`src/design/kmp_pkg.sv`:
```
`timescale 1ns / 1ps

package kmp_pkg;

    localparam int CHR_W               = 21;
    localparam int POS_W               = 32;
    localparam int OP_W                = 2;
    localparam int IN_DATA_W           = 24;
    localparam int OUT_DATA_W          = 64;
    localparam int DEFAULT_MAX_PATTERN = 64;

    typedef enum logic [OP_W-1:0] {
        OP_START  = 2'd0,
        OP_APPEND = 2'd1,
        OP_TEXT   = 2'd2,
        OP_END    = 2'd3
    } op_t;

    typedef enum logic {
        REG_IGNORE_CASE = 1'b0,
        REG_WHOLE_WORD  = 1'b1
    } reg_idx_t;

    typedef struct packed {
        logic             clear;
        logic             step;
        logic [CHR_W-1:0] chr;
    } cell_ctrl_t;

    function automatic logic [CHR_W-1:0] fold(input logic [CHR_W-1:0] c);
        logic [CHR_W-1:0] r;
        r = c;
        if (c inside {[21'h41 : 21'h5A]})
        begin
            r = c + 21'h20;
        end
        return r;
    endfunction

    function automatic logic is_word(input logic [CHR_W-1:0] c);
        return (c == 21'h5F) || (c >= 21'h80) || (c inside {[21'h30 : 21'h39]})
            || (c inside {[21'h41 : 21'h5A]}) || (c inside {[21'h61 : 21'h7A]});
    endfunction

endpackage

```
`src/design/kmp_pattern_search.sv`:
```
`timescale 1ns / 1ps

// Streaming pattern matcher. Load a pattern with a start item followed by one
// append item per character, then stream text items and close with an end
// item. Items are handled without a busy state: a row of cells, one per
// pattern character, compares the incoming character against all pattern
// positions at once and shifts partial-match flags one cell along per text
// item, so the sustained rate is one item per clock unless the output stalls. A match is reported
// when the item after it arrives (next text character or end of text), since
// the whole-word check needs the follower. Input stalls only while a result
// sits in the output register and the sink is not ready.

module kmp_pattern_search #(
    parameter int MAX_PATTERN = kmp_pkg::DEFAULT_MAX_PATTERN
) (
    input  logic                           clk,
    input  logic                           rst_n,
    input  logic                           cfg_valid,
    output logic                           cfg_ready,
    input  logic                           cfg_index,
    input  logic                           cfg_data,
    input  logic                           s_tvalid,
    output logic                           s_tready,
    input  logic [kmp_pkg::IN_DATA_W-1:0]  s_tdata,   // chr[20:0], zero pad
    input  logic [kmp_pkg::OP_W-1:0]       s_tuser,   // op[1:0]
    output logic                           m_tvalid,
    input  logic                           m_tready,
    output logic [kmp_pkg::OUT_DATA_W-1:0] m_tdata    // start_pos[31:0], end_pos[63:32]
);

    localparam int LENW = $clog2(MAX_PATTERN + 1);
    localparam int LW   = (MAX_PATTERN > 1) ? $clog2(MAX_PATTERN) : 1;

    logic                          ignore_case_reg;
    logic                          whole_word_reg;
    logic [LENW-1:0]               len_reg;
    logic [LENW-1:0]               len_next;
    logic [kmp_pkg::POS_W-1:0]     pos_reg;
    logic [kmp_pkg::POS_W-1:0]     pos_next;
    logic                          last_word_reg;
    logic                          last_word_next;
    logic                          out_valid_reg;
    logic                          out_valid_next;
    logic [kmp_pkg::OUT_DATA_W-1:0] out_data_reg;

    logic                          in_fire;
    kmp_pkg::op_t                  op;
    logic [kmp_pkg::CHR_W-1:0]     chr;
    logic [kmp_pkg::CHR_W-1:0]     fc;
    logic                          next_word;
    logic                          pending;
    logic                          prev_word;
    logic                          emit;
    logic [LW-1:0]                 idx;
    kmp_pkg::cell_ctrl_t           ctrl;
    logic [MAX_PATTERN-1:0]        match_vec;
    logic [MAX_PATTERN-1:0]        word_vec;
    logic [MAX_PATTERN-1:0]        load_vec;

    assign cfg_ready = 1'b1;
    assign s_tready  = !out_valid_reg || m_tready;
    assign in_fire   = s_tvalid && s_tready;
    assign op        = kmp_pkg::op_t'(s_tuser);
    assign chr       = s_tdata[kmp_pkg::CHR_W-1:0];
    assign fc        = ignore_case_reg ? kmp_pkg::fold(chr) : chr;
    assign next_word = (op == kmp_pkg::OP_TEXT) && kmp_pkg::is_word(chr);
    assign idx       = LW'(len_reg - LENW'(1));
    assign pending   = (len_reg != '0) && match_vec[idx];
    assign prev_word = word_vec[idx];
    assign emit      = in_fire && pending
                       && (op == kmp_pkg::OP_TEXT || op == kmp_pkg::OP_END)
                       && !(whole_word_reg && (prev_word || next_word));

    assign ctrl.clear = in_fire && (op != kmp_pkg::OP_TEXT);
    assign ctrl.step  = in_fire && (op == kmp_pkg::OP_TEXT) && (len_reg != '0);
    assign ctrl.chr   = fc;

    genvar gi;
    generate
        for (gi = 0; gi < MAX_PATTERN; gi++)
        begin : g_cell
            assign load_vec[gi] = in_fire && (op == kmp_pkg::OP_APPEND)
                                  && (len_reg == LENW'(gi));
            if (gi == 0)
            begin : g_head
                kmp_cell u_cell (
                    .clk        (clk),
                    .rst_n      (rst_n),
                    .ctrl       (ctrl),
                    .load       (load_vec[gi]),
                    .prev_match (1'b1),
                    .prev_word  (last_word_reg),
                    .match      (match_vec[gi]),
                    .word       (word_vec[gi])
                );
            end
            else
            begin : g_body
                kmp_cell u_cell (
                    .clk        (clk),
                    .rst_n      (rst_n),
                    .ctrl       (ctrl),
                    .load       (load_vec[gi]),
                    .prev_match (match_vec[gi-1]),
                    .prev_word  (word_vec[gi-1]),
                    .match      (match_vec[gi]),
                    .word       (word_vec[gi])
                );
            end
        end
    endgenerate

    always_comb
    begin
        len_next       = len_reg;
        pos_next       = pos_reg;
        last_word_next = last_word_reg;
        out_valid_next = out_valid_reg && !m_tready;
        if (emit)
        begin
            out_valid_next = 1'b1;
        end
        if (in_fire)
        begin
            case (op)
                kmp_pkg::OP_START:
                begin
                    len_next       = '0;
                    pos_next       = '0;
                    last_word_next = 1'b0;
                end
                kmp_pkg::OP_APPEND:
                begin
                    if (len_reg < LENW'(MAX_PATTERN))
                    begin
                        len_next = len_reg + LENW'(1);
                    end
                    pos_next       = '0;
                    last_word_next = 1'b0;
                end
                kmp_pkg::OP_TEXT:
                begin
                    pos_next       = pos_reg + 32'd1;
                    last_word_next = kmp_pkg::is_word(chr);
                end
                default:
                begin
                    pos_next       = '0;
                    last_word_next = 1'b0;
                end
            endcase
        end
    end

    always_ff @(posedge clk or negedge rst_n)
    begin
        if (!rst_n)
        begin
            ignore_case_reg <= 1'b0;
            whole_word_reg  <= 1'b0;
            len_reg         <= '0;
            pos_reg         <= '0;
            last_word_reg   <= 1'b0;
            out_valid_reg   <= 1'b0;
        end
        else
        begin
            if (cfg_valid)
            begin
                if (kmp_pkg::reg_idx_t'(cfg_index) == kmp_pkg::REG_IGNORE_CASE)
                begin
                    ignore_case_reg <= cfg_data;
                end
                else
                begin
                    whole_word_reg <= cfg_data;
                end
            end
            len_reg       <= len_next;
            pos_reg       <= pos_next;
            last_word_reg <= last_word_next;
            out_valid_reg <= out_valid_next;
        end
    end

    always_ff @(posedge clk)
    begin
        if (emit)
        begin
            out_data_reg <= {pos_reg - 32'd1, pos_reg - kmp_pkg::POS_W'(len_reg)};
        end
    end

    assign m_tvalid = out_valid_reg;
    assign m_tdata  = out_data_reg;

    a_len_range: assert property (@(posedge clk) disable iff (!rst_n)
        len_reg <= LENW'(MAX_PATTERN))
        else $error("pattern length out of range");

    a_start_clears: assert property (@(posedge clk) disable iff (!rst_n)
        in_fire && op == kmp_pkg::OP_START |=> len_reg == '0 && pos_reg == '0)
        else $error("start did not clear state");

    a_end_clears: assert property (@(posedge clk) disable iff (!rst_n)
        in_fire && op == kmp_pkg::OP_END |=> pos_reg == '0 && match_vec == '0)
        else $error("end of text did not clear text state");

    a_result_source: assert property (@(posedge clk) disable iff (!rst_n)
        $rose(out_valid_reg) |-> $past(in_fire && pending
            && (op == kmp_pkg::OP_TEXT || op == kmp_pkg::OP_END)))
        else $error("result without a pending match");

endmodule

```
`src/design/kmp_cell.sv`:
```
`timescale 1ns / 1ps

module kmp_cell (
    input  logic               clk,
    input  logic               rst_n,
    input  kmp_pkg::cell_ctrl_t ctrl,
    input  logic               load,
    input  logic               prev_match,
    input  logic               prev_word,
    output logic               match,
    output logic               word
);

    logic [kmp_pkg::CHR_W-1:0] chr_reg;
    logic                      match_reg;
    logic                      match_next;
    logic                      word_reg;
    logic                      word_next;

    always_ff @(posedge clk)
    begin
        if (load)
        begin
            chr_reg <= ctrl.chr;
        end
    end

    always_comb
    begin
        match_next = match_reg;
        word_next  = word_reg;
        if (ctrl.clear)
        begin
            match_next = 1'b0;
            word_next  = 1'b0;
        end
        else if (ctrl.step)
        begin
            match_next = prev_match && (chr_reg == ctrl.chr);
            word_next  = prev_word;
        end
    end

    always_ff @(posedge clk or negedge rst_n)
    begin
        if (!rst_n)
        begin
            match_reg <= 1'b0;
            word_reg  <= 1'b0;
        end
        else
        begin
            match_reg <= match_next;
            word_reg  <= word_next;
        end
    end

    assign match = match_reg;
    assign word  = word_reg;

endmodule
```
`config.mk`:
```
export PLATFORM = sky130hd
export DESIGN_NAME = kmp_pattern_search
export DESIGN_NICKNAME = d
export VERILOG_FILES = /design/src/design/kmp_pkg.sv /design/src/design/kmp_pattern_search.sv /design/src/design/kmp_cell.sv
export SDC_FILE = /design/constraint.sdc
export NUM_CORES = 2
export LEC_CHECK = 0
export BUFFER_PORTS_ARGS = -buffer_cell sky130_fd_sc_hd__buf_2
export CAP_MARGIN = 10
export CORE_MARGIN = 10
export CORE_UTILIZATION = 35
export DETAILED_ROUTE_END_ITERATION = 6
export GPL_ROUTABILITY_DRIVEN = 0
export MAX_ROUTING_LAYER = met4
export PLACE_DENSITY_LB_ADDON = 0.2
export REMOVE_ABC_BUFFERS = 1
export SKIP_CTS_REPAIR_TIMING = 1
export SKIP_LAST_GASP = 1
export SYNTH_ARGS = -nofsm -noshare
export SYNTH_HDL_FRONTEND = slang
export SYNTH_SLANG_ARGS = --single-unit
```
`constraint.sdc`:
```
create_clock -name clk -period 8.85 [get_ports clk]
set_input_delay 1.77 -clock clk [delete_from_list [all_inputs] [get_ports clk]]
set_output_delay 1.77 -clock clk [all_outputs]
set_load 0.05 [all_outputs]
```
==> Word-level counts from Yosys, hierarchy flattened <==
Index checks and enable logic that the tools add are counted.
{ "word_totals": {"register_bits": 1579, "input_bits": 33} }
{ "classes": {"add_sub_neg": 6, "order_cmp": 9, "n_eq_ne": 133, "n_mux": 267, "bitwise_logic": 1, "n_reduce_logical": 160} }
{ "ops": {"columns": ["operator", "n"], "rows": [
  ["equality test 21 bit", 64],
  ["2-to-1 mux 1 bit", 260],
  ["equality test 7 x 6 -> 1 bit, second input constant", 32],
  ["logical AND 1 bit", 142],
  ["equality test 7 x 5 -> 1 bit, second input constant", 16],
  ["equality test 7 x 4 -> 1 bit, second input constant", 8],
  ["greater-or-equal comparator 21 x 7 -> 1 bit, second input constant", 2],
  ["<= comparator 21 x 7 -> 1 bit, second input constant", 2],
  ["2-to-1 mux 21 bit", 2],
  ["adder 32 x 1 -> 32 bit, second input constant", 1],
  ["2-to-1 mux 32 bit", 1],
  ["subtractor 32 x 1 -> 32 bit, second input constant", 1],
  ["subtractor 32 x 7 -> 32 bit", 1],
  ["equality test 7 x 3 -> 1 bit, second input constant", 4],
  ["adder 21 x 6 -> 21 bit, second input constant", 1],
  ["equality test 21 x 7 -> 1 bit, second input constant", 1],
  ["greater-or-equal comparator 21 x 6 -> 1 bit, second input constant", 1],
  ["greater-or-equal comparator 21 x 8 -> 1 bit, second input constant", 1],
  ["<= comparator 21 x 6 -> 1 bit, second input constant", 1],
  ["equality test 7 x 2 -> 1 bit, second input constant", 2],
  ["one-hot mux 7 bit (2 select lines)", 1],
  ["binary-select mux 1 bit (select 6 bit)", 2],
  ["adder 7 x 1 -> 7 bit, second input constant", 1],
  ["equality test 7 x 1 -> 1 bit, second input constant", 1],
  ["17 further kinds", 28]
]} }

==> Depth between registers and ports, before layout <==
{ "depth": {"depth_word": 11, "depth_mapped": 12} }

==> Modules after synthesis <==
Synthesis repeated with hierarchy kept, for this count alone.
{ "unflattened": {"hier_cells": 4404, "hier_area_um2": 67509.7} }
{ "by_module_without_submodules": {"columns": ["mod", "instances", "cells_each", "area_each_um2", "seq_area_each_um2"], "rows": [
  ["kmp_cell", 64, 56, 938.4, 680.7],
  ["kmp_pattern_search", 1, 820, 7452.1, 2997.9]
]} }

==> Least setup slack after synthesis <==
No wires, ideal clock.
{ "synth_path": {"kind": "input -> register", "start": "input port m_tready", "end": "register out_data_reg, in the netlist m_tdata[0] (enable)", "t_arrival_ns": 6.685, "required_time_ns": 8.337, "slack_ns": 1.652, "stages": 9, "cell_sequence": "nand2b_1 > clkbuf_1 > and2_1 > clkbuf_1 > nand3_1 > a211oi_1 > a22o_1 > o21ai_0 > a22oi_1"} }
{ "synth_via": {"elab_chain_cells": 5} }
{ "synth_lines": {"columns": ["item", "line_no", "text"], "rows": [
  ["from (decl)", "kmp_pattern_search.sv:27", "input logic m_tready,"],
  ["logical OR 1 bit", "kmp_pattern_search.sv:61", "assign s_tready = !out_valid_reg || m_tready;"],
  ["named net s_tready", "kmp_pattern_search.sv:23", "output logic s_tready,"],
  ["logical AND 1 bit", "kmp_pattern_search.sv:62", "assign in_fire = s_tvalid && s_tready;"],
  ["logical AND 1 bit", "kmp_pattern_search.sv:70", "assign emit = in_fire && pending"],
  ["logical AND 1 bit", "kmp_pattern_search.sv:71", "&& (op == kmp_pkg::OP_TEXT || op == kmp_pkg::OP_END)"],
  ["logical AND 1 bit", "kmp_pattern_search.sv:72", "&& !(whole_word_reg && (prev_word || next_word));"],
  ["named net emit", "kmp_pattern_search.sv:53", "logic emit;"],
  ["to (signal assigned)", "kmp_pattern_search.sv:190", "out_data_reg <= {pos_reg - 32'd1, pos_reg - kmp_pkg::POS_W'(len_reg)};"],
  ["to (decl)", "kmp_pattern_search.sv:44", "logic [kmp_pkg::OUT_DATA_W-1:0] out_data_reg;"]
]} }
The timed path passes the listed nets, and every way through them passes these cells.
A chain may end at the register's enable or synchronous reset.

==> results.py <==
metrics = {
    "timing": {
        "hold_viol": 0,
        "finClkSkew_ns": 0.03033,
        "fin_crit_sh": 0.5789,
        "drv_slew": 0,
        "worst_slack_ns": 3.727,
        "finalCriticalPeriod_ns": 5.123,
        "finalSetupTns_ns": 0,
        "tightest_slew_ns": 1.132,
        "rsz0062_at_grt": "no",
        "max_freq_mhz": 195.2,
        "finalSetupViolCount": 0,
        "slew_headroom": 0.2451,
    },
    "cells_and_area": {
        "drive_gt1_frac": 0.1131,
        "stdcell_count": 7338,
        "fin_area_um2": 76850,
        "fin_nets": 4715,
        "area.growth.synth_to_final_pct": 13.47,
        "largest_reg_flops": 1323,
        "num-fill-cells": 17790,
    },
    "clock_tree": {
        "cts.sink_count": 1579,
        "clk_latency_ns": 0.80,
        "clock-root-buffer": "clkbuf_16",
        "cts_buffer_depth": 3,
        "cts_htree_levels": 4,
        "cts-buffers-inserted": 168,
        "path_clk_slew_ns": 0.06,
        "cts_tree": "built",
    },
    "placement": {
        "dp.cells": 7020,
        "dp_hpwl_um": 97520,
        "placedInstanceArea_um2": 71430,
        "port_buffers": 95,
        "post-place-ws_ns": 2.807,
    },
    "floorplan": {
        "io_pins": 100,
        "die_h_um": 459.9,
        "design.die.area_um2": 211500,
        "core_um2": 192600,
        "row_count": 161,
        "start_util": 0.3517,
        "die_w_um": 459.9,
    },
    "pwr": {
        "ir_drop_mv": 0.1454,
        "cellPowerDensity_nw_per_um2": 215.6,
        "p_leak_nw": 24.56,
    },
    "worst_setup_path": {
        "endpoint_kind": "register",
        "worstSetupStartpointType": "input pin",
        "r2r_slack_ns": 4.10,
        "reg2reg_depth": 10,
        "reg2reg_to": "m_tdata[29]",
        "reg2reg_from": "len_reg[1]",
        "critPathKind": "in -> reg",
        "cp_max_fo": 39,
        "critical_path_required_ns": 9.34,
        "worst_ep_arrival_time_ns": 5.62,
    },
    "synthesis": {
        "yosysSeqAreaShare": 0.6874,
        "async_flop_share": 0.1083,
        "ys_ff_latch": 1579,
        "avgSynthCellArea_um2": 14.88,
        "yosys_warnings": 0,
        "synth_ff_type": "edfxtp_1",
        "synth_edf_count": 1408,
        "syn_area_um2": 67730,
        "syn_inst": 4553,
        "synth_cell_types": 59,
    },
    "routing": {
        "vias": 36410,
        "drt-pass1-iter-count": 7,
        "post_drt_wl_per_cell_um": 23.38,
        "wl_um": 171600,
        "drt_iter0_markers": 2767,
        "ant_nets": 0,
        "vias_per_cell": 4.961,
        "drc_errors": 0,
    },
    "grt": {
        "grt_overflow": 0,
        "grt_usage": 0.1645,
        "first_global_vias": 36250,
        "grt_first_pass_wirelength_um": 253300,
        "antenna_found_initial": 9,
        "grt_max_degree": 99,
    },
    "worst_hold_path": {
        "hold_start": "g_cell[63].g_body.u_cell.match",
        "min_to": "g_cell[63].g_body.u_cell.match",
        "hold_path_class": "reg -> reg",
        "holdPathStages": 2,
    },
    "outcome": {
        "status": "finished, final reports clean",
    },
    "job": {
        "cap_violations": 0,
    },
}
[metrics by stage]
step | hold slack [ns] | power, mW | utilization
after global placement | 0.4613 | 9.800 | 0.3708
final | 0.4802 | 16.57 | 0.3991
after CTS | 0.4882 | 16.78 | 0.3990
after floorplan | 0.4386 | 9.110 | -
after global routing | 0.4966 | 17.16 | 0.3990
after detailed placement | 0.4716 | 9.808 | 0.3709
[cell usage in the layout, fill, tap and decap left out, types with 34 or more instances in the layout]
cell / synthesis / final
nand4_1: 326 / 326
nor2_2: 0 / 48
nand2_1: 267 / 263
mux4_2: 34 / 34
o21ai_1: 50 / 50
dfrtp_1: 171 / 170
buf_4: 2 / 97
xnor2_1: 1040 / 1040
xor2_1: 391 / 391
clkbuf_16: 0 / 171
buf_2: 14 / 76
nand3_1: 88 / 86
nor2_1: 140 / 91
nor4_1: 149 / 148
clkbuf_1: 161 / 48
edfxtp_1: 1408 / 1408
o21ai_0: 36 / 36
[layer usage]
metal / global-route usage / part of all wire / vias to the layer above
li1: - / - / 16730
met1: 0.2306 / 0.48 / 18690
met2: 0.2555 / 0.46 / 776
met3: 0.02304 / 0.045 / 209
met4: 0.03454 / 0.017 / 0
met5: - / 0 / -
[how the worst max path moves through the flow]
| stage | start | to | cells past startpoint |
|---|---|---|---|
| after floorplan | len_reg[0] | m_tdata[0] | 7 |
| after global placement | s_tdata[17] | g_cell[22].g_body.u_cell.chr_reg[6] | 7 |
| after detailed placement | s_tdata[11] | g_cell[22].g_body.u_cell.chr_reg[6] | 8 |
| after CTS | s_tdata[11] | g_cell[55].g_body.u_cell.chr_reg[6] | 8 |
| after global routing | s_tdata[11] | g_cell[56].g_body.u_cell.chr_reg[6] | 8 |
| final | s_tdata[11] | g_cell[55].g_body.u_cell.chr_reg[6] | 8 |
[synthesized netlist by cell type, types with 3 or more instances]
master	instances	area [µm²]
a211oi_1	4	30.03
a21boi_0	3	22.52
a21oi_1	13	65.06
a22oi_1	7	52.55
a31oi_1	4	25.02
and2_1	6	37.54
and3_1	15	93.84
buf_1	64	240.2
buf_2	14	70.07
buf_6	12	135.1
clkbuf_1	161	604.3
dfrtp_1	171	4279
edfxtp_1	1408	42280
ha_1	17	212.7
inv_1	25	93.84
mux2_2	5	56.30
mux2i_1	7	70.07
mux4_2	34	765.7
nand2_1	267	1002
nand2b_1	4	25.02
nand3_1	88	440.4
nand4_1	326	2039
nand4b_1	3	26.28
nor2_1	140	525.5
nor2b_1	11	68.82
nor3_1	26	130.1
nor3b_1	3	22.52
nor4_1	149	932.1
o21ai_0	36	180.2
o21ai_1	50	250.2
or2_2	5	31.28
or3_1	11	68.82
xnor2_1	1040	9109
xor2_1	391	3425
[cell type report]
type / instances / area (µm²) / area share
sequential: 1579 / 46560 / 0.6059
multi-input combinational: 2695 / 20190 / 0.2628
clock buffer: 231 / 4624 / 0.06017
tap: 2526 / 3161 / 0.04112
timing repair buffer: 194 / 1408 / 0.01832
clock inverter: 83 / 790.8 / 0.01029
inverter: 26 / 101.3 / 0.001319
antenna: 4 / 10.01 / 0.0001302
[kinds of logic (layout without fill, tap and decap cells)]
logic type | after synthesis | after routing | synth area share
DFF | 1579 | 1579 | 0.6874
xor gates and xnor gates | 1431 | 1431 | 0.1850
and+or+nand+nor | 1065 | 1065 | 0.08187
buffers and inverters | 279 | 534 | 0.01716
AOI/OAI and AO/OA | 134 | 134 | 0.01182
muxes | 46 | 46 | 0.01317
adders and majority gates | 18 | 18 | 0.003436
other | 1 | 5 | 0.00005537
[where the power goes]
group	internal [mW]	switching, mW
Sequential	8.20	0.0279
Combinational	0.409	0.997
Clock	3.97	2.97
Total	12.6	4.00
[critical path, cell delays in order]
cell      delay [ns]
clkbuf_8        0.29
nor4_1          0.79
buf_4           0.23
nand4_1         0.14
nor3_1          0.29
mux2_4          0.65
clkinv_2        0.80
buf_4           0.51
No activity file was read; power rests on OpenSTA's default activity.
